**config.mk**
```make
export PLATFORM = sky130hd
export DESIGN_NAME = rc_highpass_lowpass_cascade_unit
export DESIGN_NICKNAME = d
export VERILOG_FILES = /design/src/sv/rhlc_pkg.sv /design/src/sv/rhlc_mac.sv /design/src/sv/rc_highpass_lowpass_cascade_unit.sv
export VERILOG_INCLUDE_DIRS = /design/src /design/src/sv
export SDC_FILE = /design/constraint.sdc
export NUM_CORES = 1
export LEC_CHECK = 0
export BUFFER_PORTS_ARGS = -buffer_cell sky130_fd_sc_hd__buf_2
export CELL_PAD_IN_SITES_DETAIL_PLACEMENT = 1
export CELL_PAD_IN_SITES_GLOBAL_PLACEMENT = 1
export CORE_MARGIN = 5
export CORE_UTILIZATION = 54
export DETAILED_ROUTE_END_ITERATION = 10
export PLACE_DENSITY = 0.92
export SYNTH_ARGS = -nofsm -noshare
export SYNTH_HDL_FRONTEND = slang
export SYNTH_SLANG_ARGS = --single-unit
```
**constraint.sdc**
```tcl
create_clock -name clk -period 17.7 [get_ports clk]
set_input_delay 0.885 -clock clk [delete_from_list [all_inputs] [get_ports clk]]
set_output_delay 0.885 -clock clk [all_outputs]
set_load 0.03 [all_outputs]
```
**src/sv/assert_macros.svh**
```systemverilog
`ifndef ASSERT_MACROS_SVH
`define ASSERT_MACROS_SVH

// condition holds at every clock edge outside reset
`define ASSERT_ALWAYS(lbl, cond, msg) \
  lbl: assert property (@(posedge clk) disable iff (rst) (cond)) else $error(msg);

// antecedent in one cycle implies consequent in the next
`define ASSERT_NEXT(lbl, ante, cons, msg) \
  lbl: assert property (@(posedge clk) disable iff (rst) (ante) |=> (cons)) else $error(msg);

`endif

```
**src/sv/rhlc_pkg.sv**
```systemverilog
package rhlc_pkg;

  localparam int SAMPLE_W = 16;
  localparam int COEFF_W  = 16;
  localparam int OPND_W   = SAMPLE_W + 2;
  localparam int ADDEND_W = SAMPLE_W + COEFF_W;
  localparam int CFG_IDX_W = 1;

  localparam logic [CFG_IDX_W-1:0] REG_HIGHPASS_COEFF = 1'd0;
  localparam logic [CFG_IDX_W-1:0] REG_LOWPASS_COEFF  = 1'd1;

  localparam logic [COEFF_W-1:0] HIGHPASS_COEFF_RST = 16'd59893;
  localparam logic [COEFF_W-1:0] LOWPASS_COEFF_RST  = 16'd31788;

  // operands for one pass through the shared multiply-accumulate unit
  typedef struct packed {
    logic        [COEFF_W-1:0]  coeff;
    logic signed [OPND_W-1:0]   operand;
    logic signed [ADDEND_W-1:0] addend;
  } rhlc_op_t;

endpackage

```
**src/sv/rhlc_mac.sv**
```systemverilog
module rhlc_mac (
  input  rhlc_pkg::rhlc_op_t                  op,
  output logic signed [rhlc_pkg::SAMPLE_W-1:0] result
);
  import rhlc_pkg::*;

  localparam int PROD_W = COEFF_W + 1 + OPND_W;
  localparam int SUM_W  = PROD_W + 1;
  localparam int Q_W    = SUM_W - COEFF_W;

  logic signed [PROD_W-1:0] prod;
  logic signed [SUM_W-1:0]  sum;
  logic signed [Q_W-1:0]    quot;
  logic                     round_up;

  localparam logic signed [Q_W-1:0] Q_MAX = Q_W'((1 << (SAMPLE_W - 1)) - 1);
  localparam logic signed [Q_W-1:0] Q_MIN = -Q_W'(1 << (SAMPLE_W - 1));

  always_comb begin
    prod = $signed({1'b0, op.coeff}) * op.operand;
    sum  = {prod[PROD_W-1], prod}
         + {{(SUM_W - ADDEND_W){op.addend[ADDEND_W-1]}}, op.addend};
    // floor shift, then bump negatives with a nonzero fraction to get truncation
    round_up = sum[SUM_W-1] && (|sum[COEFF_W-1:0]);
    quot = sum[SUM_W-1:COEFF_W] + Q_W'(round_up);
    priority if (quot > Q_MAX) begin
      result = Q_MAX[SAMPLE_W-1:0];
    end else if (quot < Q_MIN) begin
      result = Q_MIN[SAMPLE_W-1:0];
    end else begin
      result = quot[SAMPLE_W-1:0];
    end
  end

endmodule

```
**src/sv/rc_highpass_lowpass_cascade_unit.sv**
```systemverilog
// rc high-pass then low-pass filter pair, one signed 16-bit sample per request.
// input channel: sample, restart with in_valid / in_stall; restart (or the
// first sample after reset) reloads both filters so both outputs equal it.
// output channel: filtered_sample (low-pass) and highpass_sample with
// out_valid / out_stall, held in an output register.
// coefficients: cfg_write with cfg_index 0 = high-pass alpha, 1 = low-pass
// alpha, both unsigned Q0.16, to be written by the user only while the block
// is idle, which the block itself does not enforce. one multiply-accumulate
// unit is used twice per sample, first for the high-pass term, then for the
// low-pass term, so a new sample waits for the low-pass step of the last one.
// a new request can be taken in the cycle the previous result is loaded.
// if the receiver stalls, the result waits in the output register and the
// low-pass step holds until it is taken; in_stall stays high meanwhile.
// reset (rst, synchronous) clears filter history, restores default
// coefficients and empties the output register.
`include "assert_macros.svh"

module rc_highpass_lowpass_cascade_unit (
  input  logic                                   clk,
  input  logic                                   rst,
  input  logic                                   cfg_write,
  input  logic [rhlc_pkg::CFG_IDX_W-1:0]         cfg_index,
  input  logic [rhlc_pkg::COEFF_W-1:0]           cfg_data,
  input  logic                                   in_valid,
  output logic                                   in_stall,
  input  logic signed [rhlc_pkg::SAMPLE_W-1:0]   sample,
  input  logic                                   restart,
  output logic                                   out_valid,
  input  logic                                   out_stall,
  output logic signed [rhlc_pkg::SAMPLE_W-1:0]   filtered_sample,
  output logic signed [rhlc_pkg::SAMPLE_W-1:0]   highpass_sample
);
  import rhlc_pkg::*;

  typedef enum logic [1:0] {ST_IDLE, ST_HP, ST_LP} state_t;

  state_t                      state;
  logic signed [SAMPLE_W-1:0]  x_reg;
  logic                        first_reg;
  logic signed [SAMPLE_W-1:0]  prev_in;
  logic signed [SAMPLE_W-1:0]  prev_hp;
  logic signed [SAMPLE_W-1:0]  prev_lp;
  logic                        primed;
  logic [COEFF_W-1:0]          hp_coeff;
  logic [COEFF_W-1:0]          lp_coeff;

  logic                        out_free;
  logic                        lp_done;
  logic                        accept;
  rhlc_op_t                    op;
  logic signed [SAMPLE_W-1:0]  mac_result;
  logic signed [SAMPLE_W-1:0]  hp_val;
  logic signed [SAMPLE_W-1:0]  lp_val;

  assign out_free = !out_valid || !out_stall;
  assign lp_done  = (state == ST_LP) && out_free;
  assign in_stall = !((state == ST_IDLE) || lp_done);
  assign accept   = in_valid && !in_stall;

  always_comb begin
    if (state == ST_LP) begin
      op.coeff   = lp_coeff;
      op.operand = OPND_W'(prev_hp) - OPND_W'(prev_lp);
      op.addend  = {prev_lp, {COEFF_W{1'b0}}};
    end else begin
      op.coeff   = hp_coeff;
      op.operand = OPND_W'(prev_hp) + OPND_W'(x_reg) - OPND_W'(prev_in);
      op.addend  = '0;
    end
  end

  rhlc_mac u_mac (
    .op     (op),
    .result (mac_result)
  );

  assign hp_val = first_reg ? x_reg : mac_result;
  assign lp_val = first_reg ? x_reg : mac_result;

  always_ff @(posedge clk) begin
    if (rst) begin
      state     <= ST_IDLE;
      primed    <= 1'b0;
      prev_in   <= '0;
      prev_hp   <= '0;
      prev_lp   <= '0;
      hp_coeff  <= HIGHPASS_COEFF_RST;
      lp_coeff  <= LOWPASS_COEFF_RST;
      out_valid <= 1'b0;
    end else begin
      if (cfg_write) begin
        unique case (cfg_index)
          REG_HIGHPASS_COEFF: hp_coeff <= cfg_data;
          REG_LOWPASS_COEFF:  lp_coeff <= cfg_data;
          default: ;
        endcase
      end
      // a result loaded this cycle keeps out_valid set
      if (out_valid && !out_stall && !lp_done) begin
        out_valid <= 1'b0;
      end
      unique case (state)
        ST_IDLE: begin
          if (accept) begin
            x_reg     <= sample;
            first_reg <= restart || !primed;
            state     <= ST_HP;
          end
        end
        ST_HP: begin
          prev_in <= x_reg;
          prev_hp <= hp_val;
          primed  <= 1'b1;
          state   <= ST_LP;
        end
        ST_LP: begin
          if (out_free) begin
            prev_lp         <= lp_val;
            filtered_sample <= lp_val;
            highpass_sample <= prev_hp;
            out_valid       <= 1'b1;
            if (accept) begin
              x_reg     <= sample;
              first_reg <= restart || !primed;
              state     <= ST_HP;
            end else begin
              state <= ST_IDLE;
            end
          end
        end
        default: state <= ST_IDLE;
      endcase
    end
  end

  `ASSERT_NEXT(a_accept_starts_hp, accept, state == ST_HP, "accepted request did not start")
  `ASSERT_ALWAYS(a_rise_after_lp, !$rose(out_valid) || $past(state == ST_LP), "no low-pass step")
  `ASSERT_NEXT(a_first_passes_input, (state == ST_HP) && first_reg, prev_hp == prev_in, "first")
  `ASSERT_ALWAYS(a_primed_on_output, !out_valid || primed, "result before filter primed")

endmodule

```
# After elaboration in Yosys (flattened, before gate mapping)
# Index checks and enable logic that the tools add are counted.
# totals
reg_bits	133
inputBits	39
out_inout_bits	34
elab_cells	65
# classes
add_sub_neg	5
multipliers	1
order_cmp	2
eq_ne	4
mux	17
n_bitwise	2
n_reduce_logical	22
# op_table
cell	count
16-bit 2-to-1 mux	5
66-bit 2-to-1 mux	1
35-bit by 32-bit adder with 36-bit output	1
17-bit by 18-bit multiplier with 35-bit output	1
16-bit one-hot mux with 2 select lines	1
20-bit by 1-bit adder with 20-bit output	1
20-bit by 16-bit > comparator with 1-bit output, second input constant	1
20-bit by 16-bit < comparator with 1-bit output, second input constant	1
17-bit by 16-bit subtractor with 18-bit output	1
16-bit by 16-bit adder with 17-bit output	1
16-bit by 16-bit subtractor with 17-bit output	1
16-bit OR reduction	1
2-bit AND reduction	4
1-bit 2-to-1 mux	6
2-bit one-hot mux with 3 select lines	1
3-bit AND reduction	2
1-bit logical AND	5
1-bit zero test	5
2-bit 2-to-1 mux	2
2-bit inequality test, second input constant	2
1-bit logical OR	3
2-bit by 1-bit equality test with 1-bit output, second input constant	1
2-bit equality test, second input constant	1
2-bit zero test	1
3 further kinds	4

# Logic depth before layout (Yosys ltp)
# logic_depth
word_depth	12
mapped_depth	48

# Cells and area by module
# A second synthesis with hierarchy kept.
# unflattened
cells_unflattened	2408
hier_area_um2	20875.0
# modules_own_cells
module	n_inst	cells_per_inst	area_per_inst_um2	seq_area_each_um2
rhlc_mac	1	1582	13661.9	0.0
rc_highpass_lowpass_cascade_unit	1	826	7213.2	3153.0

# Worst setup path before layout
# No wires, ideal clock.
# synth_path
path_type	register to register
start	register x_reg[1]
end	register prev_hp[12]
setup_time_ps	112
arrival_ps	11569
required_time_ps	17588
slack_ps	6019
stages_incl_launch_ff	43
period_less_slack_ps	11681
path_cell_list	edfxtp_1 -> fa_1 -> ha_1 -> a21o_1 -> a21oi_1 -> o21bai_1 -> a21oi_1 -> o21ai_0 -> a211o_1 -> a2111oi_0 -> o311ai_0 -> a31oi_1 -> clkbuf_1 -> nand2_1 -> fa_1 -> inv_1 -> fa_1 -> inv_1 -> [7 not listed] -> ha_1 -> clkbuf_1 -> o21ai_0 -> o21ai_1 -> a21oi_1 -> nor2b_1 -> a21bo_2 -> a21o_1 -> a211oi_1 -> nor2_1 -> ha_1 -> and4_1 -> buf_2 -> and2_4 -> or4_1 -> a41oi_2 -> a211oi_4 -> a2111oi_1
# synth_between
elab_chain_len	12
# synth_lines
item	line_no	text
start, declared	rc_highpass_lowpass_cascade_unit.sv:38	logic signed [SAMPLE_W-1:0] x_reg;
start signal, assigned	rc_highpass_lowpass_cascade_unit.sv:105	x_reg <= sample;
start signal, assigned	rc_highpass_lowpass_cascade_unit.sv:123	x_reg <= sample;
16-bit by 16-bit adder with 17-bit output (*)	rc_highpass_lowpass_cascade_unit.sv:67	op.operand = OPND_W'(prev_hp) + OPND_W'(x_reg) - OPND_W'(prev_in);
17-bit by 16-bit subtractor with 18-bit output (*)	rc_highpass_lowpass_cascade_unit.sv:67	
66-bit 2-to-1 mux (*)	rc_highpass_lowpass_cascade_unit.sv:61	if (state == ST_LP) begin
17-bit by 18-bit multiplier with 35-bit output (*)	rhlc_mac.sv:20	prod = $signed({1'b0, op.coeff}) * op.operand;
35-bit by 32-bit adder with 36-bit output (*)	rhlc_mac.sv:22	+ {{(SUM_W - ADDEND_W){op.addend[ADDEND_W-1]}}, op.addend};
16-bit OR reduction	rhlc_mac.sv:24	round_up = sum[SUM_W-1] && (|sum[COEFF_W-1:0]);
1-bit logical AND	rhlc_mac.sv:24	
20-bit by 1-bit adder with 20-bit output (*)	rhlc_mac.sv:25	quot = sum[SUM_W-1:COEFF_W] + Q_W'(round_up);
20-bit by 16-bit < comparator with 1-bit output	rhlc_mac.sv:28	end else if (quot < Q_MIN) begin
16-bit 2-to-1 mux	rhlc_mac.sv:28	
16-bit 2-to-1 mux (*)	rhlc_mac.sv:26	priority if (quot > Q_MAX) begin
16-bit 2-to-1 mux (*)	rc_highpass_lowpass_cascade_unit.sv:77	assign hp_val = first_reg ? x_reg : mac_result;
end signal, assigned	rc_highpass_lowpass_cascade_unit.sv:112	prev_hp <= hp_val;
end, declared	rc_highpass_lowpass_cascade_unit.sv:41	logic signed [SAMPLE_W-1:0] prev_hp;
# Every way passes the cells marked *; elsewhere a longest branch is shown, timed or not.
# A chain may end at the register's enable or synchronous reset.

# Worst setup path in the final report
# layout_path
start	register x_reg[1]
end	register filtered_sample[12] (netlist bit), data pin
# layout_between
elab_chain_len	12
# layout_lines
item	line_no	text
16-bit by 16-bit adder with 17-bit output (*)	rc_highpass_lowpass_cascade_unit.sv:67	
17-bit by 16-bit subtractor with 18-bit output (*)	rc_highpass_lowpass_cascade_unit.sv:67	
66-bit 2-to-1 mux (*)	rc_highpass_lowpass_cascade_unit.sv:61	
17-bit by 18-bit multiplier with 35-bit output (*)	rhlc_mac.sv:20	
35-bit by 32-bit adder with 36-bit output (*)	rhlc_mac.sv:22	
16-bit OR reduction	rhlc_mac.sv:24	
1-bit logical AND	rhlc_mac.sv:24	
20-bit by 1-bit adder with 20-bit output (*)	rhlc_mac.sv:25	
20-bit by 16-bit < comparator with 1-bit output	rhlc_mac.sv:28	
16-bit 2-to-1 mux	rhlc_mac.sv:28	
16-bit 2-to-1 mux (*)	rhlc_mac.sv:26	
16-bit 2-to-1 mux (*)	n/a	
named net hp_val[12]	rc_highpass_lowpass_cascade_unit.sv:52	logic signed [SAMPLE_W-1:0] hp_val;
end signal, assigned	rc_highpass_lowpass_cascade_unit.sv:119	filtered_sample <= lp_val;
end, declared	rc_highpass_lowpass_cascade_unit.sv:30	output logic signed [rhlc_pkg::SAMPLE_W-1:0] filtered_sample,
# Mark *: on every way through the listed nets, which the timed path passes. The rest lies on a longest branch.

==> impl_metrics.env <==
export IMPL_area_growth_syn_to_layout_pct=7.83
export IMPL_cts_hold_buf=0
export IMPL_period_share=0.810
export IMPL_relSlewSlack=0.143
export IMPL_yosysMostFrequentCell="inv_1"
export IMPL_overflow=0
export IMPL_fmax_ghz=0.0698
export IMPL_grt_first_pass_wirelength_um=124000
export IMPL_htree_num_levels=4
export IMPL_antenna_found_initial=2
export IMPL_synth_area_um2=20400
export IMPL_dieArea_um2=41800
export IMPL_cp_start_kind="flop"
export IMPL_drv_slew=0
export IMPL_via_per_inst=6.44
export IMPL_io_pins=73
export IMPL_synth_seq_area_share=0.155
export IMPL_cp_required_ns=17.95
export IMPL_worst_path_max_fanout=28
export IMPL_cts_resized=0
export IMPL_min_period_ns=14.33
export IMPL_yosys_area_top_type="fa_1"
export IMPL_ys_warn_count=0
export IMPL_hold_viol=0
export IMPL_dr_pass1_iters=5
export IMPL_syn_inst=2352
export IMPL_hp_class="flop to flop"
export IMPL_cts_buffers=17
export IMPL_insertion_delay_ns=0.47
export IMPL_grt_pass1_vias=21500
export IMPL_drcViolationCount=0
export IMPL_worst_setup_path_end_kind="flop"
export IMPL_ys_seq_elements=133
export IMPL_cts_tree="done"
export IMPL_postCtsSetupBuffers=0
export IMPL_tightest_slew_ns=1.28
export IMPL_fin_skew_ns=0.0198
export IMPL_synth_fp_nets=2868
export IMPL_die_w_um=204
export IMPL_grt_start_max_net_pins=60
export IMPL_die_height_um=204
export IMPL_max_stage_delay_ns=0.95
export IMPL_num_vias=18800
export IMPL_rsz0062_at_grt="false"
export IMPL_numPortBuffers=72
export IMPL_root_buffer="clkbuf_16"
export IMPL_synth_distinct_cells=82
export IMPL_final_nets=2911
export IMPL_core_um2=37500
export IMPL_dp_hpwl_um=58900
export IMPL_fp_row_count=71
export IMPL_r2r_slack_ns=3.37
export IMPL_synth_common_cells="452 x inv_1, 367 x nand2_1, 326 x fa_1"
export IMPL_clock_sinks=133
export IMPL_tns_ns=0
export IMPL_first_iter_violations=2084
export IMPL_wirelength_um=80900
export IMPL_cts_clk_slew_worst_paths_ns=0.07
export IMPL_antenna_left=0
export IMPL_setup_viol=0
export IMPL_synthTopCellsByArea="fa_1 32%, ha_1 9.3%, inv_1 8.3%, dfxtp_1 8.2%, edfxtp_1 7.2%"
export IMPL_start_util=0.544
export IMPL_synth_edf_count=49
export IMPL_arrival_ns=14.58
export IMPL_wl_per_cell_um=27.7
export IMPL_critPathSlowestCell="a2111oi_1"
export IMPL_grt_use_total=0.392
export IMPL_path_buf_inv=4
export IMPL_place_congestion=0.954
export IMPL_outcome="finished, final reports clean"
export IMPL_path_class="flop to flop"
export IMPL_clockBufferDepth=2
export IMPL_synth_top_cell_area_share=0.320
export IMPL_crit_top_cell="fa_1"
export IMPL_drive_above_1_share=0.0831
export IMPL_maxCapViolCount=0
export IMPL_async_flop_share=0
export IMPL_synth_area_per_cell_um2=8.67
export IMPL_cp_top_family="compound AO/OA/AOI/OAI gates"
export IMPL_ys_flop_type="dfxtp_1"
## final cells by class
class / count / area [um2]
fill: 4425 / 15500
multi-input combinational: 1686 / 15300
sequential: 133 / 3150
inverter: 452 / 1700
tap: 511 / 639
timing repair buffer: 105 / 608
clock buffer: 17 / 425
clock inverter: 15 / 189
antenna: 2 / 5.00
## tightest hold or removal path: cells and delay by family (launching register included)
family | cells | cell delay, ns
compound gates | 1 | 0.05
flops | 1 | 0.31
simple gates | 1 | 0.05
## layout by cell type (no fill, tap or decap), types with 26 or more instances in the layout
master    count
a21oi_1     117
buf_2        72
buf_4        33
dfxtp_1      84
edfxtp_1     49
fa_1        326
ha_1        151
inv_1       452
nand2_1     367
nand3_1      29
nor2_1      206
o21ai_0      33
xnor2_1      42
xor2_1       26
## final timing paths
kind	start	endpoint	cells after the start
max reg2reg	x_reg[1]	filtered_sample[12]	38
min	prev_in[1]	prev_in[1]	2
max	x_reg[1]	filtered_sample[12]	38
min reg2reg	prev_in[1]	prev_in[1]	2
## metal layers
metal	track usage	wire length (um)	vias to the layer above
li1	-	-	7581
met1	0.437	27300	9393
met2	0.656	38600	1342
met3	0.101	7900	509
met4	0.273	7100	0
met5	0	0	-
## cell families (layout without fill, tap and decap cells)
family / Yosys count / after routing / share of synthesized area
and+or+nand+nor: 772 / 772 / 0.168
buffers and inverters: 533 / 589 / 0.0986
adders and majority gates: 479 / 479 / 0.414
AOI/OAI and AO/OA: 339 / 339 / 0.120
DFF: 133 / 133 / 0.155
xor gates and xnor gates: 70 / 70 / 0.0314
muxes: 26 / 26 / 0.0134
other: 0 / 2 / 0
## through the flow
step                hold WS, ns  cells  setup slack, ns   util  area, um2
finish                    0.463   2921             3.37  0.587      22000
global route              0.485   2919             3.09  0.587      22000
CTS                       0.465   2919             3.71  0.587      22000
detailed placement        0.455   2887             4.14  0.570      21400
global placement          0.442   2887             5.00  0.570      21400
floorplan                 0.430   2352             6.02      -      20400
Power is not shown: default switching activity piles up to over one toggle a cycle in this logic, so the estimate is an artifact.
